## config.mk

```make
export PLATFORM = sky130hd
export DESIGN_NAME = vpwre_front
export DESIGN_NICKNAME = d
export VERILOG_FILES = /design/src/design/vpwre_pkg.sv /design/src/design/vpwre_front.sv
export SDC_FILE = /design/constraint.sdc
export NUM_CORES = 1
export LEC_CHECK = 0
export BUFFER_PORTS_ARGS = -buffer_cell sky130_fd_sc_hd__buf_2
export CORE_MARGIN = 4
export CORE_UTILIZATION = 46
export DETAILED_ROUTE_END_ITERATION = 16
export PLACE_DENSITY_LB_ADDON = 0.15
export RECOVER_POWER = 25
export SLEW_MARGIN = 20
export SYNTH_ARGS = -nofsm -noshare
export SYNTH_HDL_FRONTEND = slang
export SYNTH_SLANG_ARGS = --single-unit
```

## constraint.sdc

```tcl
create_clock -name clk -period 5 [get_ports clk]
set_input_delay 0.75 -clock clk [delete_from_list [all_inputs] [get_ports clk]]
set_output_delay 0.75 -clock clk [all_outputs]
set_load 0.02 [all_outputs]
```

## src/design/vpwre_pkg.sv

```systemverilog
`default_nettype none
// ----------------------------------------------------------------------------
// vpwre_pkg
// Shared types and constants for the VGA planar write/read engine.
// ----------------------------------------------------------------------------
package vpwre_pkg;

	localparam int ADDR_W        = 17;
	localparam int DATA_W        = 8;
	localparam int PIX_PER_WORD  = 8;
	localparam int PIX_W         = 4;
	localparam int WORD_W        = PIX_PER_WORD * PIX_W;
	localparam int MEM_WORDS_DEF = 65536;
	localparam int CFG_IDX_W     = 3;

	// command queue between front and back (power of two)
	localparam int CMD_DEPTH = 2;
	localparam int CMD_PTR_W = $clog2(CMD_DEPTH);
	localparam int CMD_CNT_W = $clog2(CMD_DEPTH + 1);

	localparam logic [DATA_W-1:0] OOR_READ_DATA = 8'hff;

	typedef enum logic [CFG_IDX_W-1:0] {
		REG_WRITE_CONTROL      = 3'd0,
		REG_READ_CONTROL       = 3'd1,
		REG_SET_RESET_COLOR    = 3'd2,
		REG_SET_RESET_ENABLE   = 3'd3,
		REG_COMPARE_COLOR      = 3'd4,
		REG_COMPARE_CARE_MASK  = 3'd5,
		REG_PIXEL_BIT_MASK     = 3'd6,
		REG_PLANE_WRITE_ENABLE = 3'd7
	} cfg_reg_t;

	typedef enum logic [1:0] {
		WMODE_SET_RESET   = 2'd0,
		WMODE_LATCH       = 2'd1,
		WMODE_DIRECT      = 2'd2,
		WMODE_MASKED_FILL = 2'd3
	} wmode_t;

	typedef enum logic [1:0] {
		LOP_NONE = 2'd0,
		LOP_AND  = 2'd1,
		LOP_OR   = 2'd2,
		LOP_XOR  = 2'd3
	} lop_t;

	typedef enum logic {
		RMODE_PLANE   = 1'b0,
		RMODE_COMPARE = 1'b1
	} rmode_t;

	typedef enum logic [1:0] {
		ST_CLEAR,
		ST_IDLE,
		ST_ACCESS
	} state_t;

	typedef struct packed {
		logic [6:0]        write_control;
		logic [2:0]        read_control;
		logic [PIX_W-1:0]  set_reset_color;
		logic [PIX_W-1:0]  set_reset_enable;
		logic [PIX_W-1:0]  compare_color;
		logic [PIX_W-1:0]  compare_care_mask;
		logic [DATA_W-1:0] pixel_bit_mask;
		logic [PIX_W-1:0]  plane_write_enable;
	} cfg_t;

	typedef struct packed {
		logic              write;
		logic              in_range;
		logic [ADDR_W-1:0] address;
		logic [DATA_W-1:0] data;
	} cmd_t;

endpackage
`default_nettype wire

```

## src/design/vpwre_front.sv

```systemverilog
`default_nettype none
// ----------------------------------------------------------------------------
// vpwre_front
// Host side: takes accesses, range-checks them, queues commands for the back.
// ----------------------------------------------------------------------------
module vpwre_front
	import vpwre_pkg::*;
#(
	parameter int MEM_WORDS = MEM_WORDS_DEF
) (
	input  wire logic              clk,
	input  wire logic              arst_n,
	input  wire logic              push,
	output logic                   full,
	input  wire logic              kind,
	input  wire logic [ADDR_W-1:0] address,
	input  wire logic [DATA_W-1:0] write_data,
	input  wire logic              clearing,
	output cmd_t                   cmd,
	output logic                   cmd_empty,
	input  wire logic              cmd_pop
);

	cmd_t                 fifo_q [CMD_DEPTH];
	logic [CMD_PTR_W-1:0] wr_ptr_q;
	logic [CMD_PTR_W-1:0] rd_ptr_q;
	logic [CMD_CNT_W-1:0] count_q;
	logic                 accept;
	cmd_t                 new_cmd;

	assign full      = clearing || (count_q == CMD_CNT_W'(CMD_DEPTH));
	assign accept    = push && !full;
	assign cmd_empty = (count_q == '0);
	assign cmd       = fifo_q[rd_ptr_q];

	always_comb begin
		new_cmd.write    = kind;
		new_cmd.in_range = ({1'b0, address} < (ADDR_W + 1)'(MEM_WORDS));
		new_cmd.address  = address;
		new_cmd.data     = write_data;
	end

	always_ff @(posedge clk) begin
		if (accept) begin
			fifo_q[wr_ptr_q] <= new_cmd;
		end
	end

	always_ff @(posedge clk or negedge arst_n) begin
		if (!arst_n) begin
			wr_ptr_q <= '0;
			rd_ptr_q <= '0;
			count_q  <= '0;
		end else begin
			if (accept) begin
				wr_ptr_q <= wr_ptr_q + 1'b1;
			end
			if (cmd_pop) begin
				rd_ptr_q <= rd_ptr_q + 1'b1;
			end
			case ({accept, cmd_pop})
				2'b10:   count_q <= count_q + 1'b1;
				2'b01:   count_q <= count_q - 1'b1;
				default: count_q <= count_q;
			endcase
		end
	end

endmodule
`default_nettype wire

```

==> impl_metrics.json <==
{
  "cts_made_buffers": 9,
  "place_area_sq_um": 2600,
  "drv_slew": 0,
  "clock_path_buffers": 2,
  "timing.final.crit_share_pct": 51.0,
  "setup_viol": 0,
  "min_path_type": "in -> async",
  "wl_microns": 3550,
  "synthTopCellsByArea": "edfxtp_1 (72%), mux2_4 (13%), dfrtp_1 (4.4%), mux2_2 (4.0%), buf_12 (1.8%)",
  "yosysTopAreaCell": "edfxtp_1",
  "gr-total-overflow": 0,
  "worstSetupPathType": "reg -> out",
  "routedWlPerCell_microns": 14.6,
  "critPathArrivalTime_ns": 1.80,
  "fmax_ghz": 0.392,
  "final-seq-area_sq_um": 1720,
  "drtIter0Drc": 48,
  "yosys_warnings": 0,
  "gp_congestion": 0.672,
  "ys_types": 13,
  "clk_pin_slew_ns": 0.06,
  "netlist_area_sq_um": 2250,
  "drc": 0,
  "maxCapViolCount": 0,
  "synth_seq_area_share_pct": 76.5,
  "layout-drive-gt1-share_pct": 57.1,
  "grt_pass1_wl_microns": 5700,
  "period_needed_ns": 2.55,
  "fill_cells": 377,
  "std_cell_rows": 25,
  "grt_start_max_net_pins": 29,
  "antenna_found_initial": 0,
  "dpl.hpwl_microns": 2480,
  "synthCells": 103,
  "ir_drop_mv": 0.287,
  "rsz0062_at_grt": "false",
  "fp.dieW_microns": 78.0,
  "grt_pass1_vias": 1242,
  "clkSinkCount": 58,
  "fin_area_sq_um": 2830,
  "p_per_area_nw_per_um2": 573,
  "worst-path-max-fanout": 28,
  "required_ns": 4.25,
  "die-height_microns": 78.0,
  "routed_via_density": 4.57,
  "postCtsSetupBuffers": 0,
  "cts-resized-gates": 0,
  "relSlewSlack_pct": 45.8,
  "yosysTopAreaCellShare_pct": 72.0,
  "multi_input_area_sq_um": 475,
  "fin_setup_tns_ns": 0,
  "endpoint_kind": "primary output",
  "clockRootBuffer": "clkbuf_8",
  "grt_usage_pct": 12.8,
  "core_sq_um": 4720,
  "fin_cells": 244,
  "antenna_cells": 0,
  "synthToLayoutAreaGrowth_pct": 25.5,
  "vias": 1116,
  "h-tree-depth": 3,
  "nets": 204,
  "worstSkewPairLatency_ns": 0.32,
  "tightestPinTransition_ns": 0.813,
  "placedCellCount": 228,
  "io_pins": 60,
  "hold_ws_ns": 0.254,
  "p_leak_nw": 1.13,
  "cts_tree": "done",
  "ant_nets": 0,
  "synth-seq-cells": 58,
  "crit_path_start_kind": "register",
  "clock_skew_ns": 0.00646,
  "mappedNetlistNets": 135,
  "drt-pass1-iter-count": 4,
  "hold_buffers": 0,
  "initial_core_util_pct": 47.7,
  "port_buffers": 59,
  "status": "completed",
  "syn_area_per_cell_sq_um": 21.9,
  "die-area_sq_um": 6080,
  "hold_viol": 0
}
-- layout by cell type (no fill, tap or decap) --
master / synthesis / final
edfxtp_1: 54 / 54
buf_2: 0 / 53
mux2_4: 19 / 19
clkbuf_8: 0 / 9
mux2_2: 8 / 8
clkbuf_1: 0 / 7
xnor2_1: 3 / 3
clkinv_2: 0 / 3
bufinv_16: 0 / 3
dfrtp_1: 4 / 3
nand2b_1: 2 / 2
inv_1: 2 / 2
nor2_1: 4 / 2
nor2_2: 0 / 2
xor2_1: 2 / 2
buf_4: 0 / 2
nand3b_2: 1 / 1
ha_1: 1 / 1
dfrtp_2: 0 / 1
-- cell type report --
cell class / count / area share [%]
inverters: 2 / 0.266
clock buffers: 10 / 4.52
clock inverters: 6 / 3.72
repair buffers: 61 / 10.7
well taps: 67 / 2.97
flip-flops and latches: 58 / 61.0
multi-input cells: 40 / 16.8
-- worst paths after layout --
path | from | to | slack [ns] | depth (start not counted)
setup / recovery | rd_ptr_q | cmd[11] | 2.45 | 2
hold / removal | arst_n | wr_ptr_q | 0.25 | 1
setup reg to reg | count_q[0] | fifo_q[0][15] | 3.13 | 4
hold reg to reg | count_q[1] | count_q[1] | 0.50 | 1
max in group asynchronous | arst_n | rd_ptr_q | 4.54 | 1
min in group clk | count_q[1] | count_q[1] | 0.50 | 1
-- metrics by stage --
stage	power, W	util [%]	worst slack (ns)
after global placement	0.00113	55.0	2.75
after floorplan	0.00104	-	2.43
after CTS	0.00164	60.0	2.41
after global routing	0.00169	59.8	2.34
after detailed placement	0.00114	55.0	2.69
final	0.00162	59.8	2.45
-- critical path, stage by stage, from the launching register on --
cell and delay (ns):
dfrtp_2 0.89, mux2_2 0.41, buf_2 0.16
-- sequential cells by signal, indices dropped and copies added (netlist names) --
name	count
fifo_q	54
rd_ptr_q	1
wr_ptr_q	1
count_q	2
-- power by group --
part           leakage, nW  switching, W  internal (W)
logic                0.467      0.000213      0.000217
clock network        0.120      0.000170      0.000328
registers            0.539     0.0000809      0.000610
total                 1.13      0.000464       0.00116
-- synth_stat cells --
master    number
edfxtp_1      54
ha_1           1
mux2_2         8
mux2_4        19
buf_12         2
nor2_1         4
buf_6          1
inv_1          2
nand3b_2       1
dfrtp_1        4
nand2b_1       2
xor2_1         2
xnor2_1        3
-- cells by family (layout without fill, tap and decap cells) --
logic type | Yosys count | count (layout) | share of synthesized area [%]
buffers and inverters | 5 | 79 | 2.61
adders and majority gates | 1 | 1 | 0.556
xor gates and xnor gates | 5 | 5 | 1.95
and+or+nand+nor | 7 | 7 | 1.72
DFF | 58 | 58 | 76.5
muxes | 27 | 27 | 16.7
-- metal layers --
| layer | global-route usage (%) | share of wire [%] | vias up |
|---|---|---|---|
| li1 | - | - | 531 |
| met1 | 12.6 | 36 | 541 |
| met2 | 22.9 | 55 | 38 |
| met3 | 4.18 | 7.4 | 6 |
| met4 | 7.87 | 1.8 | 0 |
| met5 | 0 | 0 | - |
Note: power is estimated with default switching activity, not from simulation.
